<file path="config.mk">
export PLATFORM = sky130hd
export DESIGN_NAME = radix64_armor_encoder_crc24
export DESIGN_NICKNAME = d
export VERILOG_FILES = /design/src/r64arm_pkg.sv /design/src/radix64_armor_encoder_crc24.sv /design/src/r64arm_front.sv /design/src/r64arm_queue.sv /design/src/r64arm_back.sv
export SDC_FILE = /design/constraint.sdc
export NUM_CORES = 1
export LEC_CHECK = 0
export BUFFER_PORTS_ARGS = -buffer_cell sky130_fd_sc_hd__buf_2
export CORE_ASPECT_RATIO = 1.2
export CORE_UTILIZATION = 43
export CTS_CLUSTER_DIAMETER = 120
export DETAILED_ROUTE_END_ITERATION = 6
export GPL_ROUTABILITY_DRIVEN = 0
export PLACE_DENSITY = 0.69
export SETUP_SLACK_MARGIN = 0.3
export SLEW_MARGIN = 15
export SYNTH_ARGS = -nofsm -noshare
export SYNTH_HDL_FRONTEND = slang
export SYNTH_SLANG_ARGS = --single-unit
</file>
<file path="constraint.sdc">
create_clock -name clk -period 12.1 [get_ports clk]
set_clock_uncertainty 0.15 [all_clocks]
set_input_delay 0.605 -clock clk [delete_from_list [all_inputs] [get_ports clk]]
set_output_delay 0.605 -clock clk [all_outputs]
set_load 0.05 [all_outputs]
</file>
<file path="src/r64arm_pkg.sv">
package r64arm_pkg;

	// CRC-24 polynomial and seed
	localparam logic [23:0] CrcPoly = 24'h864CFB;
	localparam logic [23:0] CrcInit = 24'hB704CE;

	// Special characters
	localparam logic [6:0] PadChar = 7'h3D;
	localparam logic [6:0] NlChar  = 7'h0A;

	// Line length register: reset value and clamp limits
	localparam logic [6:0] LineBytesReset = 7'd48;
	localparam logic [6:0] LineBytesMin   = 7'd1;
	localparam logic [6:0] LineBytesMax   = 7'd96;

	// Saturation value of the line counter
	localparam logic [15:0] LineTotalMax = 16'hFFFF;

	// Register index codes (paddr[2])
	localparam logic RegLineBytes = 1'b0;
	localparam logic RegMaxLines  = 1'b1;

	// Job queue geometry
	localparam int QDepth = 4;
	localparam int QPtrW  = $clog2(QDepth);
	localparam int QCntW  = $clog2(QDepth + 1);

	// One job: what a single accepted word turns into, in emission order:
	// an optional group, an optional newline, an optional trailer.
	typedef struct packed {
		logic        grp_en;
		logic [23:0] grp_word;
		logic [1:0]  grp_cnt;
		logic        nl_en;
		logic        trl_en;
		logic [23:0] crc;
		logic [15:0] lines;
	} job_t;

	// Character steps of the back end
	typedef enum logic [3:0] {
		ST_IDLE,
		ST_G0,
		ST_G1,
		ST_G2,
		ST_G3,
		ST_NL,
		ST_TEQ,
		ST_T0,
		ST_T1,
		ST_T2,
		ST_T3,
		ST_TNL
	} step_t;

	// Map a 6-bit value to its radix-64 character
	function automatic logic [6:0] alpha(input logic [5:0] v);
		logic [6:0] r;
		if (v < 6'd26) begin
			r = 7'h41 + {1'b0, v};
		end else if (v < 6'd52) begin
			r = 7'h61 + {1'b0, v} - 7'd26;
		end else if (v < 6'd62) begin
			r = 7'h30 + {1'b0, v} - 7'd52;
		end else if (v == 6'd62) begin
			r = 7'h2B;
		end else begin
			r = 7'h2F;
		end
		return r;
	endfunction

	// Advance the CRC-24 over one byte, MSB first
	function automatic logic [23:0] crc_byte(input logic [23:0] crc, input logic [7:0] b);
		logic [23:0] c;
		c = crc ^ {b, 16'h0000};
		for (int k = 0; k < 8; k++) begin
			if (c[23]) begin
				c = {c[22:0], 1'b0} ^ CrcPoly;
			end else begin
				c = {c[22:0], 1'b0};
			end
		end
		return c;
	endfunction

endpackage

</file>
<file path="src/radix64_armor_encoder_crc24.sv">
// Radix-64 armor encoder with a CRC-24 trailer. Each input word may carry one data
// byte and an end-of-data mark; each output word carries one character. The front
// end takes one input word per clock while its four-entry job queue has room, and
// the back end emits one character per clock while the output is not stalled. An
// input word produces 0 to 11 characters, on average about 1.4 per data byte with
// 64-character lines. The back end's one-character-per-clock output register sets
// the sustained rate. The first character a word causes passes through the job
// queue and then the output register before it appears on the output.
// Registers: line_bytes at byte address 0 (reset 48, 0 acts as 1, above 96 acts
// as 96), max_lines at byte address 4 (0 = no limit).
module radix64_armor_encoder_crc24 (
	input  logic         clk,
	input  logic         arst_n,
	// input channel
	input  logic         in_valid,
	output logic         in_stall,
	input  logic [7:0]   data_byte,
	input  logic         has_byte,
	input  logic         end_of_data,
	// output channel
	output logic         out_valid,
	input  logic         out_stall,
	output logic [6:0]   char_out,
	output logic         run_last,
	output logic         armor_done,
	output logic [15:0]  lines_done,
	// configuration port
	input  logic         psel,
	input  logic         penable,
	input  logic         pwrite,
	input  logic [2:0]   paddr,
	input  logic [31:0]  pwdata,
	output logic [31:0]  prdata,
	output logic         pready
);

	logic [6:0]        line_bytes_q;
	logic [15:0]       max_lines_q;
	logic              cfg_wr;
	logic              push;
	logic              pop;
	logic              q_nonempty;
	logic              q_full;
	r64arm_pkg::job_t  push_job;
	r64arm_pkg::job_t  head_job;

	// Configuration registers
	assign pready = 1'b1;
	assign cfg_wr = psel && penable && pwrite;

	always_ff @(posedge clk or negedge arst_n) begin
		if (!arst_n) begin
			line_bytes_q <= r64arm_pkg::LineBytesReset;
			max_lines_q  <= '0;
		end else if (cfg_wr) begin
			if (paddr[2] == r64arm_pkg::RegLineBytes) begin
				line_bytes_q <= pwdata[6:0];
			end else begin
				max_lines_q <= pwdata[15:0];
			end
		end
	end

	assign prdata = (paddr[2] == r64arm_pkg::RegMaxLines) ?
		{16'h0000, max_lines_q} : {25'h0, line_bytes_q};

	r64arm_front u_front (
		.clk         (clk),
		.arst_n      (arst_n),
		.in_valid    (in_valid),
		.in_stall    (in_stall),
		.data_byte   (data_byte),
		.has_byte    (has_byte),
		.end_of_data (end_of_data),
		.line_bytes  (line_bytes_q),
		.max_lines   (max_lines_q),
		.q_full      (q_full),
		.push        (push),
		.push_job    (push_job)
	);

	r64arm_queue u_queue (
		.clk        (clk),
		.arst_n     (arst_n),
		.push       (push),
		.push_job   (push_job),
		.pop        (pop),
		.q_nonempty (q_nonempty),
		.q_full     (q_full),
		.head_job   (head_job)
	);

	r64arm_back u_back (
		.clk        (clk),
		.arst_n     (arst_n),
		.q_nonempty (q_nonempty),
		.head_job   (head_job),
		.pop        (pop),
		.out_valid  (out_valid),
		.out_stall  (out_stall),
		.char_out   (char_out),
		.run_last   (run_last),
		.armor_done (armor_done),
		.lines_done (lines_done)
	);

endmodule

</file>
<file path="src/r64arm_front.sv">
module r64arm_front (
	input  logic                  clk,
	input  logic                  arst_n,
	input  logic                  in_valid,
	output logic                  in_stall,
	input  logic [7:0]            data_byte,
	input  logic                  has_byte,
	input  logic                  end_of_data,
	input  logic [6:0]            line_bytes,
	input  logic [15:0]           max_lines,
	input  logic                  q_full,
	output logic                  push,
	output r64arm_pkg::job_t      push_job
);

	logic [23:0] crc_q;
	logic [15:0] grp_bits_q;
	logic [1:0]  grp_fill_q;
	logic [6:0]  line_fill_q;
	logic [15:0] line_total_q;
	logic        limit_q;

	logic [23:0] crc_d;
	logic [15:0] grp_bits_d;
	logic [1:0]  grp_fill_d;
	logic [6:0]  line_fill_d;
	logic [15:0] line_total_d;
	logic        limit_d;
	logic [6:0]  eff;
	logic        acc;
	r64arm_pkg::job_t job;

	// Hold the input while the job queue is full
	assign in_stall = q_full;
	assign acc      = in_valid && !q_full;

	// Classify the word: update the running state and build its job
	always_comb begin
		crc_d        = crc_q;
		grp_bits_d   = grp_bits_q;
		grp_fill_d   = grp_fill_q;
		line_fill_d  = line_fill_q;
		line_total_d = line_total_q;
		limit_d      = limit_q;
		job          = '0;

		if (line_bytes == 7'd0) begin
			eff = r64arm_pkg::LineBytesMin;
		end else if (line_bytes > r64arm_pkg::LineBytesMax) begin
			eff = r64arm_pkg::LineBytesMax;
		end else begin
			eff = line_bytes;
		end

		if (!limit_q) begin
			if (has_byte) begin
				crc_d = r64arm_pkg::crc_byte(crc_q, data_byte);
				unique case (grp_fill_q)
					2'd0: begin
						grp_bits_d = {data_byte, 8'h00};
						grp_fill_d = 2'd1;
					end
					2'd1: begin
						grp_bits_d = {grp_bits_q[15:8], data_byte};
						grp_fill_d = 2'd2;
					end
					default: begin
						job.grp_en   = 1'b1;
						job.grp_word = {grp_bits_q, data_byte};
						job.grp_cnt  = 2'd3;
						grp_bits_d   = '0;
						grp_fill_d   = 2'd0;
					end
				endcase
				line_fill_d = line_fill_q + 7'd1;
				// Close the line once it is full
				if (line_fill_d >= eff) begin
					if (grp_fill_d != 2'd0) begin
						job.grp_en   = 1'b1;
						job.grp_word = {grp_bits_d, 8'h00};
						job.grp_cnt  = grp_fill_d;
					end
					grp_bits_d  = '0;
					grp_fill_d  = 2'd0;
					job.nl_en   = 1'b1;
					if (line_total_d != r64arm_pkg::LineTotalMax) begin
						line_total_d = line_total_d + 16'd1;
					end
					line_fill_d = '0;
					// Stop at the line limit
					if (max_lines != 16'd0 && line_total_d == max_lines) begin
						job.trl_en = 1'b1;
						job.crc    = crc_d;
						job.lines  = line_total_d;
						limit_d    = 1'b1;
					end
				end
			end
			// Flush a partial line, then the trailer
			if (end_of_data && !limit_d) begin
				if (line_fill_d != 7'd0) begin
					if (grp_fill_d != 2'd0) begin
						job.grp_en   = 1'b1;
						job.grp_word = {grp_bits_d, 8'h00};
						job.grp_cnt  = grp_fill_d;
					end
					job.nl_en = 1'b1;
					if (line_total_d != r64arm_pkg::LineTotalMax) begin
						line_total_d = line_total_d + 16'd1;
					end
				end
				job.trl_en = 1'b1;
				job.crc    = crc_d;
				job.lines  = line_total_d;
			end
		end

		// Restart after end of data
		if (end_of_data) begin
			crc_d        = r64arm_pkg::CrcInit;
			grp_bits_d   = '0;
			grp_fill_d   = 2'd0;
			line_fill_d  = '0;
			line_total_d = '0;
			limit_d      = 1'b0;
		end
	end

	assign push     = acc && (job.grp_en || job.nl_en || job.trl_en);
	assign push_job = job;

	// Advance the running state on each accepted word
	always_ff @(posedge clk or negedge arst_n) begin
		if (!arst_n) begin
			crc_q        <= r64arm_pkg::CrcInit;
			grp_bits_q   <= '0;
			grp_fill_q   <= 2'd0;
			line_fill_q  <= '0;
			line_total_q <= '0;
			limit_q      <= 1'b0;
		end else if (acc) begin
			crc_q        <= crc_d;
			grp_bits_q   <= grp_bits_d;
			grp_fill_q   <= grp_fill_d;
			line_fill_q  <= line_fill_d;
			line_total_q <= line_total_d;
			limit_q      <= limit_d;
		end
	end

endmodule

</file>
<file path="src/r64arm_queue.sv">
module r64arm_queue (
	input  logic                  clk,
	input  logic                  arst_n,
	input  logic                  push,
	input  r64arm_pkg::job_t      push_job,
	input  logic                  pop,
	output logic                  q_nonempty,
	output logic                  q_full,
	output r64arm_pkg::job_t      head_job
);

	r64arm_pkg::job_t                 mem_q [r64arm_pkg::QDepth];
	logic [r64arm_pkg::QPtrW-1:0]     wr_ptr_q;
	logic [r64arm_pkg::QPtrW-1:0]     rd_ptr_q;
	logic [r64arm_pkg::QCntW-1:0]     count_q;
	logic                             do_push;
	logic                             do_pop;

	assign q_nonempty = (count_q != '0);
	assign q_full     = (count_q == r64arm_pkg::QCntW'(r64arm_pkg::QDepth));
	assign head_job   = mem_q[rd_ptr_q];
	assign do_push    = push && !q_full;
	assign do_pop     = pop && q_nonempty;

	// Store pushed jobs
	always_ff @(posedge clk) begin
		if (do_push) begin
			mem_q[wr_ptr_q] <= push_job;
		end
	end

	// Advance pointers and fill count
	always_ff @(posedge clk or negedge arst_n) begin
		if (!arst_n) begin
			wr_ptr_q <= '0;
			rd_ptr_q <= '0;
			count_q  <= '0;
		end else begin
			if (do_push) begin
				wr_ptr_q <= wr_ptr_q + 1'b1;
			end
			if (do_pop) begin
				rd_ptr_q <= rd_ptr_q + 1'b1;
			end
			if (do_push && !do_pop) begin
				count_q <= count_q + 1'b1;
			end else if (do_pop && !do_push) begin
				count_q <= count_q - 1'b1;
			end
		end
	end

endmodule

</file>
<file path="src/r64arm_back.sv">
module r64arm_back (
	input  logic                  clk,
	input  logic                  arst_n,
	input  logic                  q_nonempty,
	input  r64arm_pkg::job_t      head_job,
	output logic                  pop,
	output logic                  out_valid,
	input  logic                  out_stall,
	output logic [6:0]            char_out,
	output logic                  run_last,
	output logic                  armor_done,
	output logic [15:0]           lines_done
);

	r64arm_pkg::step_t step_q;
	r64arm_pkg::step_t step_d;
	r64arm_pkg::step_t cur;
	r64arm_pkg::step_t nxt;
	logic              out_valid_q;
	logic [6:0]        char_q;
	logic              last_q;
	logic              done_q;
	logic [15:0]       lines_q;
	logic              load;
	logic              fire;
	logic              last;
	logic [6:0]        ch;
	logic [5:0]        sextet;
	logic              done;

	assign load = !out_valid_q || !out_stall;
	assign fire = q_nonempty && load;

	// Pick the current character step, the next one, and the character
	always_comb begin
		if (step_q == r64arm_pkg::ST_IDLE) begin
			if (head_job.grp_en) begin
				cur = r64arm_pkg::ST_G0;
			end else if (head_job.nl_en) begin
				cur = r64arm_pkg::ST_NL;
			end else begin
				cur = r64arm_pkg::ST_TEQ;
			end
		end else begin
			cur = step_q;
		end

		nxt    = r64arm_pkg::ST_IDLE;
		ch     = r64arm_pkg::NlChar;
		sextet = '0;
		done   = 1'b0;
		unique case (cur)
			r64arm_pkg::ST_G0: begin
				nxt = r64arm_pkg::ST_G1;
				ch  = r64arm_pkg::alpha(head_job.grp_word[23:18]);
			end
			r64arm_pkg::ST_G1: begin
				nxt = r64arm_pkg::ST_G2;
				ch  = r64arm_pkg::alpha(head_job.grp_word[17:12]);
			end
			r64arm_pkg::ST_G2: begin
				nxt = r64arm_pkg::ST_G3;
				ch  = (head_job.grp_cnt >= 2'd2) ?
					r64arm_pkg::alpha(head_job.grp_word[11:6]) : r64arm_pkg::PadChar;
			end
			r64arm_pkg::ST_G3: begin
				if (head_job.nl_en) begin
					nxt = r64arm_pkg::ST_NL;
				end else if (head_job.trl_en) begin
					nxt = r64arm_pkg::ST_TEQ;
				end
				ch = (head_job.grp_cnt == 2'd3) ?
					r64arm_pkg::alpha(head_job.grp_word[5:0]) : r64arm_pkg::PadChar;
			end
			r64arm_pkg::ST_NL: begin
				if (head_job.trl_en) begin
					nxt = r64arm_pkg::ST_TEQ;
				end
				ch = r64arm_pkg::NlChar;
			end
			r64arm_pkg::ST_TEQ: begin
				nxt = r64arm_pkg::ST_T0;
				ch  = r64arm_pkg::PadChar;
			end
			r64arm_pkg::ST_T0: begin
				nxt    = r64arm_pkg::ST_T1;
				sextet = head_job.crc[23:18];
				ch     = r64arm_pkg::alpha(sextet);
			end
			r64arm_pkg::ST_T1: begin
				nxt    = r64arm_pkg::ST_T2;
				sextet = head_job.crc[17:12];
				ch     = r64arm_pkg::alpha(sextet);
			end
			r64arm_pkg::ST_T2: begin
				nxt    = r64arm_pkg::ST_T3;
				sextet = head_job.crc[11:6];
				ch     = r64arm_pkg::alpha(sextet);
			end
			r64arm_pkg::ST_T3: begin
				nxt    = r64arm_pkg::ST_TNL;
				sextet = head_job.crc[5:0];
				ch     = r64arm_pkg::alpha(sextet);
			end
			r64arm_pkg::ST_TNL: begin
				ch   = r64arm_pkg::NlChar;
				done = 1'b1;
			end
			default: begin
				nxt = r64arm_pkg::ST_IDLE;
			end
		endcase

		last   = (nxt == r64arm_pkg::ST_IDLE);
		step_d = step_q;
		if (fire) begin
			step_d = nxt;
		end
	end

	// Drop the job from the queue after its last character
	assign pop = fire && last;

	// Hold the step register
	always_ff @(posedge clk or negedge arst_n) begin
		if (!arst_n) begin
			step_q <= r64arm_pkg::ST_IDLE;
		end else begin
			step_q <= step_d;
		end
	end

	// Output word register
	always_ff @(posedge clk or negedge arst_n) begin
		if (!arst_n) begin
			out_valid_q <= 1'b0;
		end else if (load) begin
			out_valid_q <= fire;
		end
	end

	always_ff @(posedge clk) begin
		if (fire) begin
			char_q  <= ch;
			last_q  <= last;
			done_q  <= done;
			lines_q <= done ? head_job.lines : 16'd0;
		end
	end

	assign out_valid  = out_valid_q;
	assign char_out   = char_q;
	assign run_last   = last_q;
	assign armor_done = done_q;
	assign lines_done = lines_q;

endmodule

</file>
==> flow_metrics.py, run 1 <==
metrics = {
    "outcome": {
        "run_status": "finished, final reports clean",
    },
    "sta": {
        "rsz0062_at_grt": "no",
        "tightest_slew_ns": 1.119,
        "final_min_period_over_clock_period": 0.5370,
        "timing.slew.headroom": 0.2510,
        "setup_viol_count_final": 0,
        "finalHoldViolCount": 0,
        "final-max-slew-violation-count": 0,
        "worst_slack_ns": 5.602,
        "max_clock_freq_ghz": 0.1539,
        "finalWorstPathRequiredPeriod_ns": 6.498,
        "final.setup.tns_ns": 0,
    },
    "yosys": {
        "synth_top_cells_by_area": "sky130_fd_sc_hd__edfxtp_1, sky130_fd_sc_hd__dfrtp_1, sky130_fd_sc_hd__mux4_2",
        "xor_and_xnor_fraction_of_the_mapped_netlist_area": 0.04341,
        "postSynthAreaPerCell_sq_um": 11.79,
        "synth_edf_count": 301,
        "mappedNetlistArea_sq_um": 22220,
        "synthCells": 1885,
        "ys_types": 88,
        "fraction_of_the_mapped_netlist_area_in_simple_logic_gates": 0.1149,
        "yosys_warnings": 0,
        "synth_sequential_area_ratio": 0.5212,
        "ys_seq_elements": 402,
        "post-synth-top-area-cell": "sky130_fd_sc_hd__edfxtp_1",
        "netlist.area_leader.share": 0.4067,
        "synth_top_family_by_area": "compound AO/OA/AOI/OAI gates",
        "muxShareOfSynthArea": 0.1043,
        "yosys.area_share.adder": 0.03468,
        "complex_gate_fraction_of_the_synthesized_area": 0.1462,
        "yosys.cell_count.top_type": "sky130_fd_sc_hd__edfxtp_1",
        "asr_flop_ratio_synth": 0.2512,
        "synthFlopType": "sky130_fd_sc_hd__edfxtp_1",
        "post_synth_most_frequent_cells": "sky130_fd_sc_hd__edfxtp_1, sky130_fd_sc_hd__nand2_1, sky130_fd_sc_hd__nor2_1",
    },
    "cells_and_area": {
        "layout.cells.non_filler": 2599,
        "final_layout_size_suffix_gt1_frac": 0.1680,
        "area_delta_synth_final_pct": 9.712,
        "final_net_count": 2035,
    },
    "clock_network": {
        "post_cts_repair_timing_setup_buffer_count": 0,
        "later_pin_clock_latency_in_the_skew_report_ns": 0.57,
        "cts-hold-fix-buffers": 1,
        "tritoncts": "yes",
        "cts-buffers-inserted": 41,
        "cts.repair.resized": 0,
        "htree_num_levels": 2,
        "clock-sinks": 402,
        "clock_pin_slew_on_the_worst_setup_and_hold_paths_ns": 0.06,
        "clock_tree.root_cell": "sky130_fd_sc_hd__clkbuf_16",
        "clock_path_buffers": 3,
    },
    "grt": {
        "grt_antenna_before_repair": 7,
        "grt_pass1_vias": 15608,
        "largest_net_degree_at_the_start_of_global_routing": 70,
        "grt_pass1_wl_um": 86110,
        "grt_util_all_layers": 0.2078,
        "grt.overflow.total": 0,
    },
    "route": {
        "drtAntennaViolNets": 0,
        "wl_per_cell_um": 21.08,
        "vias": 16062,
        "detailedRoute.firstPassIterationCount": 6,
        "finalWirelength_um": 54790,
        "detail_route.iter0.violations": 1530,
        "viasPerCell": 6.180,
        "remaining_drc_errors": 0,
    },
    "power": {
        "leak_pwr_nw": 8.990,
        "p_per_area_nw_per_um2": 252.0,
        "irDropWorstVdd_mv": 0.1251,
    },
    "hold_path": {
        "class_of_the_tightest_hold_or_removal_check": "input pin to flip-flop",
        "min_delay_path_depth": 3,
    },
    "die": {
        "die_height_um": 251.0,
        "io_pins": 112,
        "rows": 90,
        "floorplan.initialDensity": 0.4386,
        "fp.dieW_um": 209.5,
        "core_sq_um": 50670,
        "total_die_area_sq_um": 52600,
    },
    "setup_path": {
        "critPathBufInv": 2,
        "most_used_cell_cp": "sky130_fd_sc_hd__buf_4",
        "worst-r2r-cell-count": 13,
        "worst_path_largest_cell_delay_ns": 0.68,
        "setup.worst_path.start_class": "flip-flop",
        "crit_path_end_kind": "flip-flop",
        "cpMaxStageDelayCell": "sky130_fd_sc_hd__nor4_2",
        "arrival_ns": 6.53,
        "required_ns": 12.13,
        "timing.critical_path.depth": 13,
        "crit_path_cell_trace": "ha_1, nand3_2, nor4_2, buf_4, nor2_1, xnor2_1, o21ai_0, a2111oi_1, and3_4, nor2_2, a311oi_4, and2_2, buf_4",
        "critical_path_peak_fanout": 49,
        "crit_type": "flip-flop to flip-flop",
        "critical_path.top_delay_family": "simple AND/OR/NAND/NOR gates",
    },
    "place": {
        "dpl.hpwl_um": 37670,
        "post-place-ws_ns": 5.762,
        "placed_insts": 2522,
        "portBuffers": 76,
    },
    "flow_run": {
        "max_cap_violations": 0,
    },
}
==> layer usage <==
metal	part of all wire	track usage	up-vias
met3	0.070	0.03560	154
met5	0.00099	0	-
met4	0.041	0.09322	10
li1	-	-	7287
met1	0.42	0.2738	7917
met2	0.47	0.3369	694
==> power by group <==
part           switching, mW  internal, mW
Sequential             0.182          1.83
Clock                  0.529         0.698
Combinational           1.80          1.11
Total                   2.51          3.63
==> metrics by stage <==
step | power, mW | utilization | hold WS, ns | area (sq um)
floorplan | 4.236 | - | 0.1594 | 22280
global placement | 4.812 | 0.4554 | 0.3255 | 23080
detailed placement | 4.898 | 0.4554 | 0.3357 | 23080
CTS | 6.140 | 0.4810 | 0.07032 | 24370
global route | 6.524 | 0.4811 | 0.1077 | 24380
finish | 6.143 | 0.4812 | 0.1017 | 24380
==> worst reg2reg max path: stages, from the launching register on <==
cell	delay (ns)
sky130_fd_sc_hd__dfrtp_1	0.52
sky130_fd_sc_hd__ha_1	0.61
sky130_fd_sc_hd__nand3_2	0.30
sky130_fd_sc_hd__nor4_2	0.68
sky130_fd_sc_hd__buf_4	0.28
sky130_fd_sc_hd__nor2_1	0.12
sky130_fd_sc_hd__xnor2_1	0.16
sky130_fd_sc_hd__o21ai_0	0.10
sky130_fd_sc_hd__a2111oi_1	0.66
sky130_fd_sc_hd__and3_4	0.57
sky130_fd_sc_hd__nor2_2	0.11
sky130_fd_sc_hd__a311oi_4	0.50
sky130_fd_sc_hd__and2_2	0.61
sky130_fd_sc_hd__buf_4	0.68
==> sequential cells by signal (all words and copies together), names as in the netlist <==
| register | flops |
|---|---|
| u_queue.rd_ptr_q | 2 |
| u_front.grp_fill_q | 2 |
| u_queue.mem_q | 276 |
| u_back.lines_done | 16 |
| u_back.armor_done | 1 |
| u_front.line_total_q | 16 |
| u_front.limit_q | 1 |
| u_front.grp_bits_q | 16 |
| u_queue.count_q | 3 |
| u_back.step_q | 4 |
| u_back.run_last | 1 |
| line_bytes_q | 7 |
| max_lines_q | 16 |
| u_front.line_fill_q | 7 |
| u_back.out_valid | 1 |
| u_back.char_out | 7 |
| u_queue.wr_ptr_q | 2 |
| u_front.crc_q | 24 |
==> area by class of cell <==
type	count	area (sq um)
clock inverters	24	221.5
clock buffers	49	1066
inverters	63	236.5
well taps	644	805.8
multi-input cells	1319	9928
repair buffers	95	528.0
diodes	3	7.507
flip-flops and latches	402	11590
fillers	4344	26290
==> final timing paths <==
kind | startpoint | end | slack (ns)
min in group asynchronous | arst_n | u_front.grp_bits_q[1] | 0.43
max in group asynchronous | arst_n | u_queue.rd_ptr_q[0] | 9.98
setup / recovery | u_front.line_total_q[1] | u_queue.mem_q[1][46] | 5.60
setup reg to reg | u_front.line_total_q[1] | u_queue.mem_q[1][46] | 5.60
hold reg to reg | u_back.out_valid | u_back.out_valid | 0.35
hold / removal | out_stall | u_back.out_valid | 0.10
==> logic make-up after synthesis <==
family | Yosys count
AOI/OAI and AO/OA | 477
adders and majority gates | 61
muxes | 138
buffers and inverters | 179
xor gates and xnor gates | 106
other | 2
DFF | 402
and+or+nand+nor | 520
==> cell usage in the layout, fill, tap and decap left out, drive strengths merged, types with 14 or more instances in the layout <==
cell type and n:
ha 60, nor3 40, and3 16, inv 68, o22ai 18, xor2 32
nor2 131, mux4 69, nor2b 28, a22o 35, a21o 20, mux2 56
o221ai 16, dfstp 14, nand4 21, a211oi 14, xnor2 73, dfrtp 87
a31oi 27, edfxtp 301, o21ai 103, buf 94, clkbuf 49, nand2 147
nor4 16, a21oi 101, a22oi 35, nand3 41, and2 23, conb 17
Power figures use the tool's default switching activity.
==> run 2, diff against run 1 <==
Clock period 12.1 ns to 6.6 ns, I/O delays scaled along.
==> run 2 against run 1 <==
  * Register-to-register slack lost 4.6 ns
  * Wire length grew 3.4%
  * Final cell count grew 0.96%
  * Worst hold slack lost 0.063 ns
  * Critical path type unchanged
  * Maximum frequency grew 15%
  * Sequential share of layout area shrank 0.81 points
  * Non-clock buffer count grew 21
  * Die area is the same
  * Largest power group unchanged
  * Sequential power grew 83%
  * Critical endpoint is now u_queue.mem_q[1][42]
==> flow_metrics.py, run 2 (synthesized netlist as in run 1, its figures left out) <==
metrics = {
    "clock_network": {
        "htree_num_levels": 2,
        "clock-sinks": 402,
        "cts-buffers-inserted": 41,
        "tritoncts": "yes",
        "clock_path_buffers": 3,
        "clock_pin_slew_on_the_worst_setup_and_hold_paths_ns": 0.06,
        "cts.repair.resized": 0,
        "later_pin_clock_latency_in_the_skew_report_ns": 0.56,
        "clock_tree.root_cell": "sky130_fd_sc_hd__clkbuf_16",
    },
    "sta": {
        "setup_viol_count_final": 0,
        "timing.slew.headroom": 0.2193,
        "final_min_period_over_clock_period": 0.8545,
        "finalHoldViolCount": 0,
        "worst_slack_ns": 0.9604,
        "max_clock_freq_ghz": 0.1773,
        "final-max-slew-violation-count": 0,
        "tightest_slew_ns": 1.167,
        "finalWorstPathRequiredPeriod_ns": 5.640,
        "rsz0062_at_grt": "no",
        "final.setup.tns_ns": 0,
    },
    "hold_path": {
        "class_of_the_tightest_hold_or_removal_check": "input pin to flip-flop",
        "timing.hold.worst.start": "data_byte[0]",
        "min_delay_path_depth": 2,
        "whs_endpoint": "u_front.grp_bits_q[0]",
    },
    "setup_path": {
        "worst_r2r_endpoint": "u_queue.mem_q[1][42]",
        "worst-r2r-cell-count": 12,
        "regToRegStartpoint": "u_front.line_total_q[1]",
        "crit_type": "flip-flop to flip-flop",
        "arrival_ns": 5.69,
        "critPathBufInv": 1,
        "setup.worst_path.start_class": "flip-flop",
        "cpMaxStageDelayCell": "sky130_fd_sc_hd__a2111oi_0",
        "r2r_setup_slack_ns": 0.96,
        "crit_path_cell_trace": "ha_1, nand3_2, a311oi_1, nand2_1, o21ai_0, nor2_1, a2111oi_0, and3_4, nor2_2, a311oi_4, and2_2, buf_12",
        "crit_path_end_kind": "flip-flop",
        "required_ns": 6.65,
        "worst_path_largest_cell_delay_ns": 0.68,
        "critical_path.top_delay_family": "compound AO/OA/AOI/OAI gates",
        "critical_path_peak_fanout": 59,
    },
    "route": {
        "detailedRoute.firstPassIterationCount": 5,
        "remaining_drc_errors": 0,
        "vias": 16146,
        "viasPerCell": 6.153,
        "detail_route.iter0.violations": 1555,
        "drtAntennaViolNets": 0,
        "wl_per_cell_um": 21.58,
        "finalWirelength_um": 56630,
    },
    "die": {
        "core_sq_um": 50670,
        "total_die_area_sq_um": 52600,
        "floorplan.initialDensity": 0.4386,
        "fp.dieW_um": 209.5,
        "die_height_um": 251.0,
        "io_pins": 112,
        "rows": 90,
    },
    "cells_and_area": {
        "regMostFlops": "u_queue.mem_q",
        "area_taken_by_multi_input_logic_gates_sq_um": 9928,
        "final_layout_size_suffix_gt1_frac": 0.1721,
        "most-common-layout-cells": "sky130_fd_sc_hd__edfxtp_1, sky130_fd_sc_hd__nand2_1, sky130_fd_sc_hd__nor2_1",
        "layout_commonest_cell": "sky130_fd_sc_hd__edfxtp_1",
        "flip_flop_count_of_the_largest_register_after_layout": 276,
        "final_net_count": 2056,
        "area_delta_synth_final_pct": 11.60,
        "largest_registers": "u_queue.mem_q (276), u_front.crc_q (24)",
        "final.fill_count": 4367,
        "seq_area_sq_um": 11590,
    },
    "place": {
        "portBuffers": 76,
        "dpl.hpwl_um": 38970,
        "post-place-ws_ns": 1.119,
    },
    "grt": {
        "grt_pass1_vias": 15763,
        "grt_antenna_before_repair": 9,
        "grt_util_all_layers": 0.2152,
        "grt_pass1_wl_um": 89330,
        "largest_net_degree_at_the_start_of_global_routing": 70,
        "grt.overflow.total": 0,
    },
    "power": {
        "combPwrFrac": 0.468,
        "net_switching_mw": 4.738,
        "irDropWorstVdd_mv": 0.2991,
        "p_per_area_nw_per_um2": 468.6,
        "sw_frac_of_total": 0.4076,
        "clockPowerShare": 0.216,
        "p_seq_frac": 0.315,
        "intPower_mw": 6.886,
        "p_total_mw": 11.62,
        "leak_pwr_nw": 9.166,
    },
    "outcome": {
        "run_status": "finished, final reports clean",
    },
    "flow_run": {
        "max_cap_violations": 0,
    },
}
-- run 2: changes by cell type in the layout (fill, tap and decap cells not counted), moves of 2 or more --
cell,change
sky130_fd_sc_hd__buf_12,+2
sky130_fd_sc_hd__buf_4,+2
sky130_fd_sc_hd__bufinv_16,+5
sky130_fd_sc_hd__clkbuf_1,-4
sky130_fd_sc_hd__dlygate4sd3_1,+17
sky130_fd_sc_hd__clkinvlp_4,+3
-- run 2: power groups by stage --
stage	registers (mW)	logic, mW	clock network [mW]
2_1_floorplan	3.74	4.02	0
3_3_place_gp	3.68	5.19	0
3_5_place_dp	3.72	5.34	0
4_1_cts	3.67	5.39	2.57
5_1_grt	3.72	5.93	2.65
6_report	3.67	5.44	2.51
-- run 2: layer usage --
metal,share of wire,global-route usage,vias to the layer above
li1,-,-,7340
met1,0.41,0.2755,7957
met2,0.49,0.3630,686
met3,0.061,0.03098,153
met4,0.042,0.09572,10
met5,0.0011,0,-
-- run 2: final cells by class --
cell class / instances / share of cell area
Antenna cell: 4 / 0.0004036
Clock buffer: 44 / 0.04182
Clock inverter: 32 / 0.01786
Inverter: 63 / 0.009534
Multi-Input combinational cell: 1319 / 0.4003
Sequential cell: 402 / 0.4672
Tap cell: 644 / 0.03249
Timing Repair Buffer: 116 / 0.03037
-- run 2: how the worst max path moves through the flow --
stage / startpoint / to / slack, ns / cells past startpoint
after floorplan: u_front.line_fill_q[0] / u_queue.mem_q[0][0] / 1.0 / 14
after global placement: u_front.line_total_q[1] / u_queue.mem_q[1][46] / 1.24 / 12
after detailed placement: u_front.line_total_q[1] / u_queue.count_q[2] / 1.12 / 16
after CTS: u_front.line_total_q[1] / u_queue.mem_q[1][45] / 1.07 / 12
after global routing: u_front.line_total_q[1] / u_queue.count_q[2] / 0.56 / 16
final: u_front.line_total_q[1] / u_queue.mem_q[1][42] / 0.96 / 12
-- run 2: timing repair --
action                                 in CTS  in global routing
hold buffers                               18                  0
setup buffers                               0                  0
endpoints found under the hold margin      55                  0
-- run 2: per-stage QoR --
step / hold WS, ns / std cells / area, sq um / util
after floorplan: -0.1156 / 1900 / 22280 / -
after global placement: 0.1461 / 2526 / 23130 / 0.4565
after detailed placement: 0.1504 / 2526 / 23130 / 0.4565
after CTS: 0.01247 / 2620 / 24790 / 0.4893
after global routing: 0.02493 / 2624 / 24800 / 0.4895
final: 0.03840 / 2624 / 24800 / 0.4895
-- run 2: worst reg2reg max path, stage by stage (launching register included) --
cell and delay [ns]:
sky130_fd_sc_hd__dfrtp_1 0.54, sky130_fd_sc_hd__ha_1 0.60, sky130_fd_sc_hd__nand3_2 0.28, sky130_fd_sc_hd__a311oi_1 0.60, sky130_fd_sc_hd__nand2_1 0.10, sky130_fd_sc_hd__o21ai_0 0.18, sky130_fd_sc_hd__nor2_1 0.07, sky130_fd_sc_hd__a2111oi_0 0.68
sky130_fd_sc_hd__and3_4 0.59, sky130_fd_sc_hd__nor2_2 0.11, sky130_fd_sc_hd__a311oi_4 0.50, sky130_fd_sc_hd__and2_2 0.45, sky130_fd_sc_hd__buf_12 0.35
==> run 3, diff against run 2 <==
Settings changed: CELL_PAD_IN_SITES_DETAIL_PLACEMENT set to 1, CELL_PAD_IN_SITES_GLOBAL_PLACEMENT set to 1, PLACE_DENSITY 0.69 to 0.8.
==> run 3 against run 2 <==
  * Final cell count rose by 0.30%
  * Design area rose by 0.40%
  * Power rose by 2.4%
==> flow_metrics.py, run 3 (synthesized netlist as in run 1, its figures left out) <==
metrics = {
    "outcome": {
        "run_status": "finished, final reports clean",
    },
    "hold_path": {
        "class_of_the_tightest_hold_or_removal_check": "input pin to flip-flop",
    },
    "sta": {
        "final.setup.tns_ns": 0,
        "tightest_slew_ns": 1.240,
        "finalHoldViolCount": 0,
        "final-max-slew-violation-count": 0,
        "final_min_period_over_clock_period": 0.8808,
        "setup_viol_count_final": 0,
        "rsz0062_at_grt": "no",
        "finalWorstPathRequiredPeriod_ns": 5.813,
        "max_clock_freq_ghz": 0.1720,
        "timing.slew.headroom": 0.1702,
    },
    "setup_path": {
        "critPathBufInv": 0,
        "crit_path_end_kind": "flip-flop",
        "crit_type": "flip-flop to flip-flop",
        "required_ns": 6.82,
        "critical_path_peak_fanout": 11,
        "arrival_ns": 6.03,
        "worst_path_largest_cell_delay_ns": 0.83,
        "crit_path_cell_trace": "ha_1, nand3_1, nor2_1, xor2_1, ha_1, o2111ai_1, o21a_1, nor2_1, a31oi_1, nor4_2, a31oi_2, a31oi_1, a2bb2oi_1, mux2i_1",
        "critical_path.top_delay_family": "simple AND/OR/NAND/NOR gates",
        "cpMaxStageDelayCell": "sky130_fd_sc_hd__nor4_2",
        "setup.worst_path.start_class": "flip-flop",
    },
    "route": {
        "drtAntennaViolNets": 0,
        "detail_route.iter0.violations": 1377,
        "remaining_drc_errors": 0,
        "viasPerCell": 6.279,
        "vias": 16526,
        "wl_per_cell_um": 24.57,
        "detailedRoute.firstPassIterationCount": 6,
        "finalWirelength_um": 64660,
    },
    "power": {
        "irDropWorstVdd_mv": 0.3368,
        "p_seq_frac": 0.312,
        "combPwrFrac": 0.472,
        "intPower_mw": 6.942,
        "sw_frac_of_total": 0.4170,
        "net_switching_mw": 4.965,
        "p_per_area_nw_per_um2": 478.2,
        "leak_pwr_nw": 9.228,
        "clockPowerShare": 0.215,
    },
    "grt": {
        "grt_pass1_wl_um": 100600,
        "grt_antenna_before_repair": 4,
        "largest_net_degree_at_the_start_of_global_routing": 57,
        "grt.overflow.total": 0,
        "grt_util_all_layers": 0.2471,
        "grt_pass1_vias": 17303,
    },
    "clock_network": {
        "htree_num_levels": 2,
        "post_cts_repair_timing_setup_buffer_count": 0,
        "tritoncts": "yes",
        "cts-buffers-inserted": 42,
        "clock-sinks": 402,
        "later_pin_clock_latency_in_the_skew_report_ns": 0.59,
        "clock_tree.root_cell": "sky130_fd_sc_hd__clkbuf_16",
        "clock_path_buffers": 3,
        "cts-hold-fix-buffers": 24,
        "clock_pin_slew_on_the_worst_setup_and_hold_paths_ns": 0.07,
        "cts.repair.resized": 0,
    },
    "die": {
        "floorplan.initialDensity": 0.4386,
        "die_height_um": 251.0,
        "fp.dieW_um": 209.5,
        "rows": 90,
        "core_sq_um": 50670,
        "io_pins": 112,
        "total_die_area_sq_um": 52600,
    },
    "cells_and_area": {
        "final_net_count": 2065,
        "regMostFlops": "u_queue.mem_q",
        "final_layout_size_suffix_gt1_frac": 0.1717,
        "final.fill_count": 5281,
        "layout_commonest_cell": "sky130_fd_sc_hd__edfxtp_1",
        "flip_flop_count_of_the_largest_register_after_layout": 276,
        "most-common-layout-cells": "sky130_fd_sc_hd__edfxtp_1, sky130_fd_sc_hd__nand2_1, sky130_fd_sc_hd__nor2_1",
        "area_delta_synth_final_pct": 12.05,
        "stdcell_area_sq_um": 24900,
        "largest_registers": "u_queue.mem_q (276), u_front.crc_q (24)",
        "layout.cells.non_filler": 2632,
    },
    "place": {
        "dpl.hpwl_um": 44550,
        "portBuffers": 76,
        "placed_insts": 2528,
        "place_area_sq_um": 23160,
    },
    "flow_run": {
        "max_cap_violations": 0,
    },
}
[run 3: worst paths after layout]
check	from	endpoint	slack, ns	depth (start not counted)
setup / recovery	u_front.line_fill_q[0]	u_queue.mem_q[3][3]	0.79	14
hold / removal	data_byte[6]	u_front.grp_bits_q[6]	0.04	2
setup reg to reg	u_front.line_fill_q[0]	u_queue.mem_q[3][3]	0.79	14
hold reg to reg	u_back.out_valid	u_back.out_valid	0.35	2
max in group asynchronous	arst_n	u_front.line_fill_q[0]	4.83	3
min in group asynchronous	arst_n	u_front.grp_bits_q[0]	0.26	2
[run 3: per-stage QoR]
| stage | total power, mW | setup slack, ns | hold slack, ns | utilization |
|---|---|---|---|---|
| finish | 11.91 | 0.7865 | 0.04089 | 0.4914 |
| global route | 12.55 | 0.5024 | 0.01954 | 0.4914 |
| CTS | 11.91 | 1.025 | 0.006351 | 0.4913 |
| detailed placement | 9.261 | 1.028 | 0.3193 | 0.4570 |
| global placement | 8.930 | 1.298 | 0.3080 | 0.4570 |
| floorplan | 7.766 | 0.9980 | -0.1156 | - |
[run 3: power groups by stage]
stage / clock network, mW / logic, mW / registers, mW
after CTS: 2.61 / 5.58 / 3.72
after floorplan: 0 / 4.02 / 3.74
after detailed placement: 0 / 5.50 / 3.76
final: 2.57 / 5.62 / 3.72
after global placement: 0 / 5.22 / 3.71
after global routing: 2.68 / 6.10 / 3.77
[run 3: final cells by class]
type / instances / area (sq um) / share of cell area
clock inverters: 30 / 412.9 / 0.01658
multi-input cells: 1319 / 9928 / 0.3987
well taps: 644 / 805.8 / 0.03236
inverters: 63 / 236.5 / 0.009497
repair buffers: 124 / 840.8 / 0.03377
diodes: 2 / 5.005 / 0.0002010
flip-flops and latches: 402 / 11590 / 0.4654
clock buffers: 48 / 1084 / 0.04351
[run 3: per-layer routing]
layer  global-route usage  wire, um
met5                    0        24
met4               0.1064      2707
met3              0.03385      3358
met2               0.4282     32230
met1               0.3090     26340
[run 3: worst register-to-register path: stages, from the launching register on]
cell and delay (ns):
sky130_fd_sc_hd__dfrtp_1 0.49, sky130_fd_sc_hd__ha_1 0.29, sky130_fd_sc_hd__nand3_1 0.16, sky130_fd_sc_hd__nor2_1 0.17
sky130_fd_sc_hd__xor2_1 0.29, sky130_fd_sc_hd__ha_1 0.22, sky130_fd_sc_hd__o2111ai_1 0.16, sky130_fd_sc_hd__o21a_1 0.37
sky130_fd_sc_hd__nor2_1 0.76, sky130_fd_sc_hd__a31oi_1 0.52, sky130_fd_sc_hd__nor4_2 0.84, sky130_fd_sc_hd__a31oi_2 0.41
sky130_fd_sc_hd__a31oi_1 0.32, sky130_fd_sc_hd__a2bb2oi_1 0.10, sky130_fd_sc_hd__mux2i_1 0.37
